[config.mk]
export PLATFORM = sky130hd
export DESIGN_NAME = byte_signature_scanner_flat
export DESIGN_NICKNAME = d
export VERILOG_FILES = /design/src/hw/rtl/bss_pkg.sv /design/src/hw/rtl/bss_if.sv /design/src/hw/rtl/bss_cfg_regs.sv /design/src/hw/rtl/bss_matcher.sv /design/src/hw/rtl/bss_result_fifo.sv /design/src/hw/rtl/byte_signature_scanner.sv /design/src/flat_wrapper.sv
export SDC_FILE = /design/constraint.sdc
export NUM_CORES = 2
export LEC_CHECK = 0
export BUFFER_PORTS_ARGS = -buffer_cell sky130_fd_sc_hd__buf_2
export CORE_MARGIN = 2
export CORE_UTILIZATION = 38
export CTS_BUF_LIST = sky130_fd_sc_hd__clkbuf_4
export DETAILED_ROUTE_END_ITERATION = 7
export PLACE_DENSITY_LB_ADDON = 0.15
export SLEW_MARGIN = 20
export SYNTH_ARGS = -nofsm -noshare
export SYNTH_HDL_FRONTEND = slang
export SYNTH_SLANG_ARGS = --single-unit
[constraint.sdc]
create_clock -name clk -period 9.6 [get_ports clk]
set_input_delay 1.92 -clock clk [delete_from_list [all_inputs] [get_ports clk]]
set_output_delay 1.92 -clock clk [all_outputs]
set_load 0.01 [all_outputs]
[src/hw/rtl/bss_pkg.sv]
// ============================================================================
// bss_pkg
// Shared types, codes and defaults of the byte signature scanner.
// ============================================================================
package bss_pkg;

    // Defaults for the top-level parameters
    localparam int MAX_PATTERN_DEFAULT = 25;
    localparam int OFFSET_BITS_DEFAULT = 32;

    // Signature bytes held by the configuration registers
    localparam int SIG_BYTES = 25;

    localparam int CFG_INDEX_W = 3;
    localparam int CFG_DATA_W  = 64;

    localparam logic [4:0]  PATTERN_LENGTH_RESET = 5'd1;
    localparam logic [15:0] MATCH_LIMIT_RESET    = 16'd2000;

    // Register indexes
    localparam logic [CFG_INDEX_W-1:0] CFG_PATTERN_WORD0  = 3'd0;
    localparam logic [CFG_INDEX_W-1:0] CFG_PATTERN_WORD1  = 3'd1;
    localparam logic [CFG_INDEX_W-1:0] CFG_PATTERN_WORD2  = 3'd2;
    localparam logic [CFG_INDEX_W-1:0] CFG_PATTERN_WORD3  = 3'd3;
    localparam logic [CFG_INDEX_W-1:0] CFG_PATTERN_LENGTH = 3'd4;
    localparam logic [CFG_INDEX_W-1:0] CFG_MATCH_LIMIT    = 3'd5;

    // Result kinds
    localparam logic KIND_MATCH   = 1'b0;
    localparam logic KIND_SUMMARY = 1'b1;

    // Result queue
    localparam int RESULT_DEPTH = 4;
    localparam int RPTR_W       = 2;
    localparam int RCOUNT_W     = 3;

    typedef struct packed {
        logic [7:0] data_byte;
        logic       end_of_stream;
    } in_item_t;

    typedef struct packed {
        logic        result_kind;
        logic [31:0] match_offset;
        logic [15:0] match_total;
        logic        is_last;
    } result_t;

    typedef struct packed {
        logic [SIG_BYTES-1:0][7:0] signature;
        logic [4:0]                pattern_length;
        logic [15:0]               match_limit;
    } cfg_t;

    // Results produced by one accepted byte; second is only set with first
    typedef struct packed {
        logic    first_valid;
        logic    second_valid;
        result_t first;
        result_t second;
    } push_t;

endpackage

[src/hw/rtl/bss_if.sv]
// ============================================================================
// bss_stream_if
// Valid/ready channel carrying one payload per transaction.
// ============================================================================
interface bss_stream_if #(
    parameter type payload_t = logic
) ();
    logic     valid;
    logic     ready;
    payload_t payload;

    modport source (output valid, output payload, input ready);
    modport sink   (input valid, input payload, output ready);
endinterface

[src/hw/rtl/bss_cfg_regs.sv]
// ============================================================================
// bss_cfg_regs
// Configuration register file: signature bytes, length and match limit.
// ============================================================================
module bss_cfg_regs
    import bss_pkg::*;
(
    input  logic                   clk,
    input  logic                   rst_n,
    input  logic                   cfg_we,
    input  logic [CFG_INDEX_W-1:0] cfg_index,
    input  logic [CFG_DATA_W-1:0]  cfg_data,
    output cfg_t                   cfg
);

    logic [SIG_BYTES-1:0][7:0] signature_reg;
    logic [4:0]                pattern_length_reg;
    logic [15:0]               match_limit_reg;

    always_ff @(posedge clk or negedge rst_n)
    begin
        if (!rst_n)
        begin
            signature_reg      <= '0;
            pattern_length_reg <= PATTERN_LENGTH_RESET;
            match_limit_reg    <= MATCH_LIMIT_RESET;
        end
        else if (cfg_we)
        begin
            unique case (cfg_index)
                CFG_PATTERN_WORD0:  signature_reg[7:0]   <= cfg_data;
                CFG_PATTERN_WORD1:  signature_reg[15:8]  <= cfg_data;
                CFG_PATTERN_WORD2:  signature_reg[23:16] <= cfg_data;
                CFG_PATTERN_WORD3:  signature_reg[24]    <= cfg_data[7:0];
                CFG_PATTERN_LENGTH: pattern_length_reg   <= cfg_data[4:0];
                CFG_MATCH_LIMIT:    match_limit_reg      <= cfg_data[15:0];
                default:            ; // drop writes to unused indexes
            endcase
        end
    end

    assign cfg.signature      = signature_reg;
    assign cfg.pattern_length = pattern_length_reg;
    assign cfg.match_limit    = match_limit_reg;

endmodule

[src/hw/rtl/bss_matcher.sv]
// ============================================================================
// bss_matcher
// Byte window, stream state and combinational signature compare.
// ============================================================================
module bss_matcher
    import bss_pkg::*;
#(
    parameter int MAX_PATTERN = MAX_PATTERN_DEFAULT,
    parameter int OFFSET_BITS = OFFSET_BITS_DEFAULT
)
(
    input  logic     clk,
    input  logic     rst_n,
    input  cfg_t     cfg,
    input  logic     in_fire,
    input  in_item_t item,
    output push_t    push
);

    localparam int LEN_W  = $clog2(MAX_PATTERN + 1);
    localparam int SKIP_W = $clog2(MAX_PATTERN + 2);
    localparam int IDX_W  = (MAX_PATTERN > 1) ? $clog2(MAX_PATTERN) : 1;

    logic [7:0]             window_reg [MAX_PATTERN];
    logic [OFFSET_BITS-1:0] position_reg;
    logic [LEN_W-1:0]       fresh_reg;
    logic [SKIP_W-1:0]      skip_reg;
    logic [15:0]            found_reg;

    logic [7:0]             window_next [MAX_PATTERN];
    logic [OFFSET_BITS-1:0] position_next;
    logic [LEN_W-1:0]       fresh_next;
    logic [SKIP_W-1:0]      skip_next;
    logic [15:0]            found_next;

    logic [7:0]             win_shift [MAX_PATTERN];
    logic [7:0]             sig_ext   [MAX_PATTERN];
    logic [MAX_PATTERN-1:0] byte_ok;
    logic [LEN_W-1:0]       len_eff;
    logic [LEN_W-1:0]       fresh_inc;
    logic                   examine;
    logic                   hit;
    logic [OFFSET_BITS-1:0] start_offset;
    logic [63:0]            start_wide;
    result_t                match_res;
    result_t                summary_res;

    // Signature bytes past the register file read as zero
    for (genvar g = 0; g < MAX_PATTERN; g++)
    begin : g_sig
        if (g < SIG_BYTES)
        begin : g_cfg
            assign sig_ext[g] = cfg.signature[g];
        end
        else
        begin : g_zero
            assign sig_ext[g] = 8'h00;
        end
    end

    // Clamp length: zero acts as one, oversize acts as the window depth
    always_comb
    begin
        if (cfg.pattern_length == 5'd0)
            len_eff = LEN_W'(1);
        else if (32'(cfg.pattern_length) > MAX_PATTERN)
            len_eff = LEN_W'(MAX_PATTERN);
        else
            len_eff = LEN_W'(cfg.pattern_length);
    end

    // Window as it stands after taking this byte, entry 0 newest
    always_comb
    begin
        win_shift[0] = item.data_byte;
        for (int i = 1; i < MAX_PATTERN; i++)
            win_shift[i] = window_reg[i-1];
    end

    // Signature byte i lines up with window entry len-1-i
    always_comb
    begin
        logic [LEN_W-1:0] idx;
        for (int i = 0; i < MAX_PATTERN; i++)
        begin
            idx = len_eff - LEN_W'(1) - LEN_W'(i);
            if (LEN_W'(i) < len_eff)
                byte_ok[i] = (win_shift[idx[IDX_W-1:0]] == sig_ext[i]);
            else
                byte_ok[i] = 1'b1;
        end
    end

    assign fresh_inc = (fresh_reg < LEN_W'(MAX_PATTERN)) ? fresh_reg + LEN_W'(1) : fresh_reg;
    assign examine   = (skip_reg == '0) && (found_reg < cfg.match_limit);
    assign hit       = examine && (fresh_inc >= len_eff) && (&byte_ok);

    assign start_offset = position_reg - (OFFSET_BITS'(len_eff) - OFFSET_BITS'(1));
    assign start_wide   = 64'(start_offset);

    // Next state
    always_comb
    begin
        window_next   = window_reg;
        position_next = position_reg + OFFSET_BITS'(1);
        fresh_next    = fresh_reg;
        skip_next     = skip_reg;
        found_next    = found_reg;

        if (skip_reg != '0)
        begin
            skip_next = skip_reg - SKIP_W'(1);
        end
        else if (examine)
        begin
            window_next = win_shift;
            fresh_next  = fresh_inc;
            if (hit)
            begin
                found_next = found_reg + 16'd1;
                fresh_next = '0;
                skip_next  = SKIP_W'(len_eff) + SKIP_W'(1);
            end
        end

        if (item.end_of_stream)
        begin
            for (int i = 0; i < MAX_PATTERN; i++)
                window_next[i] = 8'h00;
            position_next = '0;
            fresh_next    = '0;
            skip_next     = '0;
            found_next    = '0;
        end
    end

    always_ff @(posedge clk or negedge rst_n)
    begin
        if (!rst_n)
        begin
            for (int i = 0; i < MAX_PATTERN; i++)
                window_reg[i] <= 8'h00;
            position_reg <= '0;
            fresh_reg    <= '0;
            skip_reg     <= '0;
            found_reg    <= '0;
        end
        else if (in_fire)
        begin
            window_reg   <= window_next;
            position_reg <= position_next;
            fresh_reg    <= fresh_next;
            skip_reg     <= skip_next;
            found_reg    <= found_next;
        end
    end

    // Results: a match comes before the summary
    always_comb
    begin
        match_res.result_kind  = KIND_MATCH;
        match_res.match_offset = start_wide[31:0];
        match_res.match_total  = found_reg + 16'd1;
        match_res.is_last      = ~item.end_of_stream;

        summary_res.result_kind  = KIND_SUMMARY;
        summary_res.match_offset = 32'd0;
        summary_res.match_total  = hit ? found_reg + 16'd1 : found_reg;
        summary_res.is_last      = 1'b1;

        push.first_valid  = in_fire && (hit || item.end_of_stream);
        push.second_valid = in_fire && hit && item.end_of_stream;
        push.first        = hit ? match_res : summary_res;
        push.second       = summary_res;
    end

endmodule

[src/hw/rtl/bss_result_fifo.sv]
// ============================================================================
// bss_result_fifo
// Four-entry result queue taking up to two results per cycle.
// ============================================================================
module bss_result_fifo
    import bss_pkg::*;
(
    input  logic    clk,
    input  logic    rst_n,
    input  push_t   push,
    output logic    room,
    output logic    out_valid,
    input  logic    out_ready,
    output result_t out_data
);

    result_t             entry_reg [RESULT_DEPTH];
    logic [RPTR_W-1:0]   wr_ptr_reg;
    logic [RPTR_W-1:0]   rd_ptr_reg;
    logic [RCOUNT_W-1:0] count_reg;

    logic [RPTR_W-1:0]   wr_ptr_next;
    logic [RPTR_W-1:0]   rd_ptr_next;
    logic [RCOUNT_W-1:0] count_next;
    logic                pop;
    logic [RCOUNT_W-1:0] push_n;

    // Keep room for a match and a summary from the same byte
    assign room      = (count_reg <= RCOUNT_W'(RESULT_DEPTH - 2));
    assign out_valid = (count_reg != '0);
    assign out_data  = entry_reg[rd_ptr_reg];
    assign pop       = out_valid && out_ready;

    always_comb
    begin
        push_n      = RCOUNT_W'(push.first_valid) + RCOUNT_W'(push.second_valid);
        wr_ptr_next = wr_ptr_reg + RPTR_W'(push_n);
        rd_ptr_next = pop ? rd_ptr_reg + RPTR_W'(1) : rd_ptr_reg;
        count_next  = count_reg + push_n - RCOUNT_W'(pop);
    end

    always_ff @(posedge clk)
    begin
        if (push.first_valid)
            entry_reg[wr_ptr_reg] <= push.first;
        if (push.second_valid)
            entry_reg[wr_ptr_reg + RPTR_W'(1)] <= push.second;
    end

    always_ff @(posedge clk or negedge rst_n)
    begin
        if (!rst_n)
        begin
            wr_ptr_reg <= '0;
            rd_ptr_reg <= '0;
            count_reg  <= '0;
        end
        else
        begin
            wr_ptr_reg <= wr_ptr_next;
            rd_ptr_reg <= rd_ptr_next;
            count_reg  <= count_next;
        end
    end

endmodule

[src/hw/rtl/byte_signature_scanner.sv]
// The scanner takes one file byte per cycle while its queue has room, reports
// every start offset of a configured signature of 1 to 25 bytes, skipping
// length+1 bytes after each hit, and closes each stream with a summary
// carrying the match count. The window shift, the parallel compare of all
// signature bytes and the state update finish in the cycle the byte arrives,
// and the results land in a four-entry output queue. Only a final byte that
// also matches yields two results; the queue drains one result per cycle while
// the sink is ready, and the input stalls while fewer than two queue slots
// are free, so sustained rate is one byte per cycle when the output side keeps
// up. No clearing pass follows reset; the scanner is ready once rst_n rises.
// ============================================================================
// byte_signature_scanner
// Top level: configuration registers, matcher and result queue.
// ============================================================================
module byte_signature_scanner
    import bss_pkg::*;
#(
    parameter int MAX_PATTERN = MAX_PATTERN_DEFAULT,
    parameter int OFFSET_BITS = OFFSET_BITS_DEFAULT
)
(
    input  logic                   clk,
    input  logic                   rst_n,
    bss_stream_if.sink             in_stream,
    bss_stream_if.source           out_stream,
    input  logic                   cfg_we,
    input  logic [CFG_INDEX_W-1:0] cfg_index,
    input  logic [CFG_DATA_W-1:0]  cfg_data
);

    cfg_t     cfg;
    push_t    push;
    in_item_t item;
    logic     room;
    logic     in_fire;
    result_t  out_data;

    // Register file; writes arrive only while the scanner is idle, a user rule
    bss_cfg_regs u_cfg_regs (
        .clk       (clk),
        .rst_n     (rst_n),
        .cfg_we    (cfg_we),
        .cfg_index (cfg_index),
        .cfg_data  (cfg_data),
        .cfg       (cfg)
    );

    // Accept a byte whenever the queue can absorb a match plus a summary
    assign in_stream.ready = room;
    assign in_fire         = in_stream.valid && room;
    assign item            = in_stream.payload;

    // Window, counters and compare; advance state on each accepted transaction
    bss_matcher #(
        .MAX_PATTERN (MAX_PATTERN),
        .OFFSET_BITS (OFFSET_BITS)
    ) u_matcher (
        .clk     (clk),
        .rst_n   (rst_n),
        .cfg     (cfg),
        .in_fire (in_fire),
        .item    (item),
        .push    (push)
    );

    // Hold results until the sink takes them, in order
    bss_result_fifo u_result_fifo (
        .clk       (clk),
        .rst_n     (rst_n),
        .push      (push),
        .room      (room),
        .out_valid (out_stream.valid),
        .out_ready (out_stream.ready),
        .out_data  (out_data)
    );

    assign out_stream.payload = out_data;

endmodule

[src/flat_wrapper.sv]
// flat-port wrapper written by rule: the top's interface ports become plain ports
module byte_signature_scanner_flat import bss_pkg::*;
#(
    parameter int MAX_PATTERN = MAX_PATTERN_DEFAULT,
    parameter int OFFSET_BITS = OFFSET_BITS_DEFAULT
)
  (clk, rst_n, cfg_we, cfg_index, cfg_data, in_stream_valid, in_stream_payload, in_stream_ready, out_stream_valid, out_stream_payload, out_stream_ready);
  bss_stream_if #(.payload_t(in_item_t)) in_stream_i ();
  bss_stream_if #(.payload_t(result_t)) out_stream_i ();
  input  logic clk;
  input  logic rst_n;
  input  logic cfg_we;
  input  logic [CFG_INDEX_W-1:0] cfg_index;
  input  logic [CFG_DATA_W-1:0] cfg_data;
  input wire logic [$bits(in_stream_i.valid)-1:0] in_stream_valid;
  input wire logic [$bits(in_stream_i.payload)-1:0] in_stream_payload;
  output wire logic [$bits(in_stream_i.ready)-1:0] in_stream_ready;
  output wire logic [$bits(out_stream_i.valid)-1:0] out_stream_valid;
  output wire logic [$bits(out_stream_i.payload)-1:0] out_stream_payload;
  input wire logic [$bits(out_stream_i.ready)-1:0] out_stream_ready;
  assign in_stream_i.valid = in_stream_valid;
  assign in_stream_i.payload = in_stream_payload;
  assign in_stream_ready = in_stream_i.ready;
  assign out_stream_valid = out_stream_i.valid;
  assign out_stream_payload = out_stream_i.payload;
  assign out_stream_i.ready = out_stream_ready;
  byte_signature_scanner #(.MAX_PATTERN(MAX_PATTERN), .OFFSET_BITS(OFFSET_BITS)) u_core (.clk(clk), .rst_n(rst_n), .in_stream(in_stream_i), .out_stream(out_stream_i), .cfg_we(cfg_we), .cfg_index(cfg_index), .cfg_data(cfg_data));
endmodule
Word level (Yosys, flattened, before mapping). Memories as Yosys holds them, arrays and structs flattened. Cells that the tools add are included. Widths: inputs -> output; s select.

Flip-flop bits (word level): 478. Latch bits: 0. Memory bits (writable): 200. Memory bits (read-only): 0. Input bits: 81. Output and inout bits: 52. Logic and storage cells: 359. Memories kept: 1.

Memory list: u_core.u_result_fifo.entry_reg (words 4, width 50, read ports 1, clocked after memory_dff 0, wr ports 2, line bss_result_fifo.sv:17) `result_t entry_reg [RESULT_DEPTH];`.

Add/subtract/negate cells: 38. Multiply operators: 0. Div/mod/pow operators: 0. $lt $le $gt $ge: 55. Equality and inequality tests: 31. Shift-type cells: 0. Mux-type cells: 124. Bitwise operators: 26. Reduce and logical (&&, ||, !) cells: 26.

Operator list (number): $bmux 8 s5 (25); $mux 200 (3); $mux 8 (50); $eq 8x8->1 (25); $ge 6x6->1 const B (25); $not 5->6 (25); $mux 16 (4); $mux 5 (11); $mux 50 (1); $lt 5x5->1 const A (9); $sub 5x5->5 const B (9); $lt 4x5->1 const A (8); $sub 5x4->5 const B (8); $add 32x1->32 const B (1); $mux 32 (1); $sub 32x32->32 (1); $mux 1 (29); $reduce_and 25->1 (1); $lt 3x5->1 const A (4); $sub 5x3->5 const B (4); $add 16x1->16 const B (1); $lt 16x16->1 (1); $sub 5x1->5 const B (3); $reduce_and 2->1 (6); other kinds (27) (45).

Logic depth before layout (Yosys ltp).
Word-level depth: 18. Depth in mapped cells: 38. Gate-level depth less buffers: 26.

By module. A second synthesis with hierarchy kept.

Cells, all modules: 4772. Area total of the unflattened synthesis: 51222.9 µm².

Modules (own cells, without submodules): bss_matcher (instances 1, cells an instance 3777, area each 32427.4 µm², sequential area each 6256.0 µm²); bss_result_fifo (instances 1, cells an instance 524, area each 9997.1 µm², sequential area each 6180.9 µm²); bss_cfg_regs (instances 1, cells an instance 470, area each 8792.2 µm², sequential area each 5539.1 µm²); byte_signature_scanner (instances 1, cells an instance 1, area each 6.3 µm², sequential area each 0.0 µm²).

Least setup slack after synthesis. No wires, ideal clock.

Path kind: reg2reg. Start point: reg u_core.u_cfg_regs.pattern_length_reg[4]. End point: reg u_core.u_result_fifo.count_reg[2]. Arrival: 7.412 ns. Path slack: 2.065 ns. Stages on the path, launching flop included: 34. Path through: dfrtp_1 -> ha_1 -> o21a_1 -> nor3_2 -> buf_4 -> buf_8 -> buf_8 -> buf_8 -> buf_6 -> buf_4 -> buf_2 -> ha_1 -> inv_1 -> buf_1 -> clkbuf_1 -> clkbuf_1 -> clkbuf_1 -> mux4_2 -> xor2_1 -> o41ai_1 -> a41oi_1 -> a2111oi_0 -> nand3_1 -> nor2_1 -> buf_2 -> o21ai_0 -> inv_1 -> ha_1 -> inv_1 -> ha_1 -> inv_1 -> ha_1 -> fa_1 -> xnor2_1.

Cells in the longest elaborated chain, start to end: 18. Elaborated cells between the ends (all ways): 215.

Ends and longest elaborated chain: start: declaration (line bss_cfg_regs.sv:17) `logic [4:0] pattern_length_reg;`; start signal: assignment (line bss_cfg_regs.sv:35) `CFG_PATTERN_LENGTH: pattern_length_reg <= cfg_data[4:0];`; $gt 5x5->1 (line bss_matcher.sv:66) `else if (32'(cfg.pattern_length) > MAX_PATTERN)`; $mux 5 (line bss_matcher.sv:66); $mux 5 (*) (line bss_matcher.sv:64) `if (cfg.pattern_length == 5'd0)`; $sub 5x1->5 (line bss_matcher.sv:86) `idx = len_eff - LEN_W'(1) - LEN_W'(i);`; $sub 5x1->5 (tied with other cells) (line bss_matcher.sv:86); $not 5->6 (not written as such) (line bss_matcher.sv:88) `byte_ok[i] = (win_shift[idx[IDX_W-1:0]] == sig_ext[i]);`; $bmux 8 s5 (line bss_matcher.sv:88); $mux 8 (not written as such) (2 in series) (line bss_matcher.sv:88); [... 2 more ...]; $reduce_and 25->1 (line bss_matcher.sv:96) `assign hit = examine && (fresh_inc >= len_eff) && (&byte_ok);`; $logic_and 1x1->1 (*) (line bss_matcher.sv:96); $logic_or 1x1->1 / $logic_and 1x1->1 (equally long branches) (line bss_matcher.sv:171, bss_matcher.sv:172); $logic_and 1x1->1 (on tied branches) (line bss_matcher.sv:171, bss_matcher.sv:172); $add 1x1->2 (*) (line bss_result_fifo.sv:36) `push_n = RCOUNT_W'(push.first_valid) + RCOUNT_W'(push.second_valid);`; $add 3x2->3 (*) (line bss_result_fifo.sv:39) `count_next = count_reg + push_n - RCOUNT_W'(pop);`; $sub 3x1->3 (*) (line bss_result_fifo.sv:39); named net u_core.u_result_fifo.count_next[2] (line bss_result_fifo.sv:24) `logic [RCOUNT_W-1:0] count_next;`; end signal: assignment (line bss_result_fifo.sv:62) `count_reg <= count_next;`; end: declaration (line bss_result_fifo.sv:20) `logic [RCOUNT_W-1:0] count_reg;`.

Mark *: on every way through the listed nets, which the timed path passes. The rest lies on a longest branch. The select of a mux whose other input is x is not followed. A chain may end at the register's enable or synchronous reset.

Worst setup path in the final report.
Start point: reg u_core.u_cfg_regs.pattern_length_reg[2]. End point: reg u_core.u_result_fifo.count_reg[2].

Same word-level chain as after synthesis.

==> flow_summary_export.csv <==
group,metric,value,unit
global_route,grt_busiest_layer,"met2",
global_route,grt_max_degree,144,
placement,place_congestion,1.06,
placement,portBuffers,132,
clocking,tritoncts,"done",
floorplan,coreArea,0.137,sq mm
floorplan,die_w,375,microns
power_and_ir_drop,powerDensity,284,mW/mm^2
setup_path,crit_slowest_cell,"nor4_1",
clocking,hold_buffers,0,
yosys,ys_async_sr_fraction,70.5,%
finish,area_growth,10.1,%
power_and_ir_drop,p_leak,23.8,nW
floorplan,rows,136,
yosys,synth_area_leaders,"dfrtp_1 (22%), mux2i_1 (12%), mux4_2 (6.7%), dfxtp_1 (5.2%), mux2_2 (5.0%)",
floorplan,start_util,38.2,%
drt,via_count,49000,
yosys,synth_cell_types,111,
global_route,use_met2,54.2,%
timing,hold_slack,466,ps
clocking,cts_sinks,678,
outcome,status,"finished, violations left",
clocking,insertion_delay,1270,ps
drt,routedWlPerCell,35.2,microns
finish,fin_nets,5609,
global_route,grt_antenna_before_repair,12,
timing,finClkSkew,121,ps
yosys,yosysTopAreaCellShare,22.5,%
yosys,synth_most_common_cell,"mux2i_1",
clocking,clock_path_buffers,3,
drt,wl,261,mm
yosys,ys.flop_type,"dfrtp_1",
setup_path,worstPathRequired,10700,ps
drt,drt_iter0_drc,6042,
setup_path,crit_arrival,9670,ps
setup_path,rrSetupSlack,1030,ps
global_route,grt_use_met3,7.46,%
drt,viasPerCell,6.60,
setup_path,critical_path.most_common_cell,"ha_1",
hold_path,hold_class,"flip-flop to flip-flop",
global_route,first_global_vias,46600,
timing,setup_tns,0,ps
yosys,synth_area_leader_cell,"dfrtp_1",
run,maxCapViolCount,0,
timing,period_needed,8570,ps
floorplan,io_pins,133,
global_route,grtUsageTotal,36.1,%
setup_path,start_kind,"flip-flop",
drt,drt_pass1_iterations,8,
timing,setup_viol,0,
yosys,syn_area_per_cell,9.73,sq um
drt,drc,2,
timing,timing.final.crit_share,89.3,%
setup_path,path_cells,"o21a_1 > nor3_4 > ha_4 > nor4bb_1 > a21oi_4 > nand2_2 > buf_4 > buf_4 > nand2_1 > a31o_2 > mux4_2 > xor2_1 > nor4_1 > o211ai_1 > a221oi_1 > nand4b_2 > nor4b_1 > ha_1 > inv_1 > ha_1 > inv_1 > ha_1 > fa_1 > xnor2_1",
clocking,post-cts-setup-buffer-count,0,
clocking,h-tree-depth,4,
yosys,netlist_instances,5389,
placement,dp_hpwl,196,mm
floorplan,dieArea,0.141,sq mm
timing,fmax,0.117,GHz
drt,detail-route-antenna-nets,0,
clocking,cts_made_buffers,193,
power_and_ir_drop,vdd_drop_max,0.000265,V
timing,worstMarginPinSlew,1330,ps
global_route,use_met1,46.1,%
yosys,ys_top_cells_by_count,"mux2i_1 (637), dfrtp_1 (471), nand2_1 (341)",
floorplan,die_y,375,microns
timing,max_slew_margin,11.1,%
clocking,path_clk_slew,60,ps
outcome,violations,"design-rule violations",
finish,fin_cells,7413,
setup_path,path_max_fanout,39,
timing,drv_slew,0,
placement,dp.cells,7056,
timing,grt_setup_unrepaired,"no",
global_route,grt_overflow_total,0,
yosys,synth_fp_nets,5540,
yosys,ys_ff_latch,678,
setup_path,path_class,"flip-flop to flip-flop",
yosys,yosys_warnings,0,
yosys,ys_seq_area_share,31.7,%
yosys,synth_edf_count,64,
setup_path,slowest_delay,1010,ps
setup_path,crit_path_end_kind,"flip-flop",
finish,layout-drive-gt1-share,20.6,%
clocking,post_cts_resized,0,
global_route,grt_pass1_wl,366,mm
timing,finalHoldViolations,0,
yosys,synth.cell_area,0.0524,sq mm
clocking,cts-root-buf,"clkbuf_4",
==> cell type report <==
cell class	instances	area (sq um)
fill	13700	79400
multi-input combinational	4133	33500
sequential	678	16600
timing repair buffer	346	2400
tap	1794	2240
clock buffer	282	2120
inverter	106	407
clock inverter	60	358
antenna	14	35.0
==> worst max-delay path, delay by kind of cell (launching register included) <==
| kind | cells | cell delay (ps) |
|---|---|---|
| flops | 1 | 520 |
| fa+ha+maj | 5 | 1650 |
| simple gates | 7 | 3190 |
| xor+xnor | 2 | 300 |
| mux | 1 | 460 |
| compound gates | 5 | 1500 |
| buf+inv | 4 | 770 |
==> final timing paths <==
kind / start / endpoint / cells past startpoint
setup / recovery: u_core.u_cfg_regs.pattern_length_reg[2]$_DFFE_PN0P_ / u_core.u_result_fifo.count_reg[2]$_DFF_PN0_ / 24
hold / removal: u_core.u_result_fifo.entry_reg[1][0]$_SDFFE_PP1P_ / u_core.u_result_fifo.entry_reg[1][0]$_SDFFE_PP1P_ / 2
setup reg to reg: u_core.u_cfg_regs.pattern_length_reg[2]$_DFFE_PN0P_ / u_core.u_result_fifo.count_reg[2]$_DFF_PN0_ / 24
hold reg to reg: u_core.u_result_fifo.entry_reg[1][0]$_SDFFE_PP1P_ / u_core.u_result_fifo.entry_reg[1][0]$_SDFFE_PP1P_ / 2
max in group asynchronous: rst_n / u_core.u_cfg_regs.cfg[211]$_DFFE_PN0P_ / 3
min in group asynchronous: rst_n / u_core.u_matcher.found_reg[10]$_DFFE_PN0P_ / 1
==> logic make-up after synthesis <==
logic type / Yosys count / synth area share, %
AND/OR/NAND/NOR: 1275 / 12.1
AO/OA/AOI/OAI: 1408 / 19.7
XOR/XNOR: 355 / 6.04
flip-flops: 678 / 31.7
multiplexers: 1024 / 23.8
buffers and inverters: 578 / 4.93
adder cells (fa/ha/maj): 71 / 1.72
==> power by group <==
group | leakage, nW | switching [W] | internal, W
logic | 14.4 | 0.00655 | 0.00336
clock network | 1.47 | 0.00136 | 0.00141
registers | 7.98 | 0.000504 | 0.00320
total | 23.8 | 0.00842 | 0.00797
==> per-layer routing <==
layer / vias to the layer above / routed length, microns
met3: 661 / 21600
li1: 20900 / -
met2: 2631 / 113000
met5: - / 34
met1: 24700 / 104000
met4: 4 / 21500
==> layout by cell type (no fill, tap or decap), types with 48 or more instances in the layout <==
cell | netlist | routed
mux4_2 | 155 | 155
dfrtp_1 | 471 | 469
mux2i_1 | 637 | 624
clkbuf_4 | 0 | 282
nand4_1 | 88 | 88
xnor2_1 | 227 | 226
nor3_1 | 96 | 94
o22ai_1 | 58 | 56
inv_1 | 100 | 99
xor2_1 | 123 | 123
o211ai_1 | 66 | 66
nand2_1 | 341 | 340
buf_2 | 125 | 132
nand3_1 | 204 | 204
and3_1 | 64 | 64
a21oi_1 | 191 | 189
a22o_1 | 289 | 289
nor2_1 | 247 | 241
a211oi_1 | 86 | 86
o21ai_0 | 200 | 199
a221oi_1 | 48 | 48
ha_1 | 68 | 67
edfxtp_1 | 64 | 64
dfxtp_1 | 136 | 136
buf_4 | 28 | 203
mux2_2 | 231 | 231
==> stage by stage <==
step	worst slack (ps)	cell area, sq um	util, %	total power (W)
2_1_floorplan	2070	52400	-	0.00980
3_3_place_gp	1480	55200	40.2	0.0134
3_5_place_dp	1390	55200	40.2	0.0133
4_1_cts	1340	57700	42.0	0.0162
5_1_grt	872	57700	42.1	0.0170
6_report	1030	57700	42.1	0.0164
(Power assumes the default switching activity.)
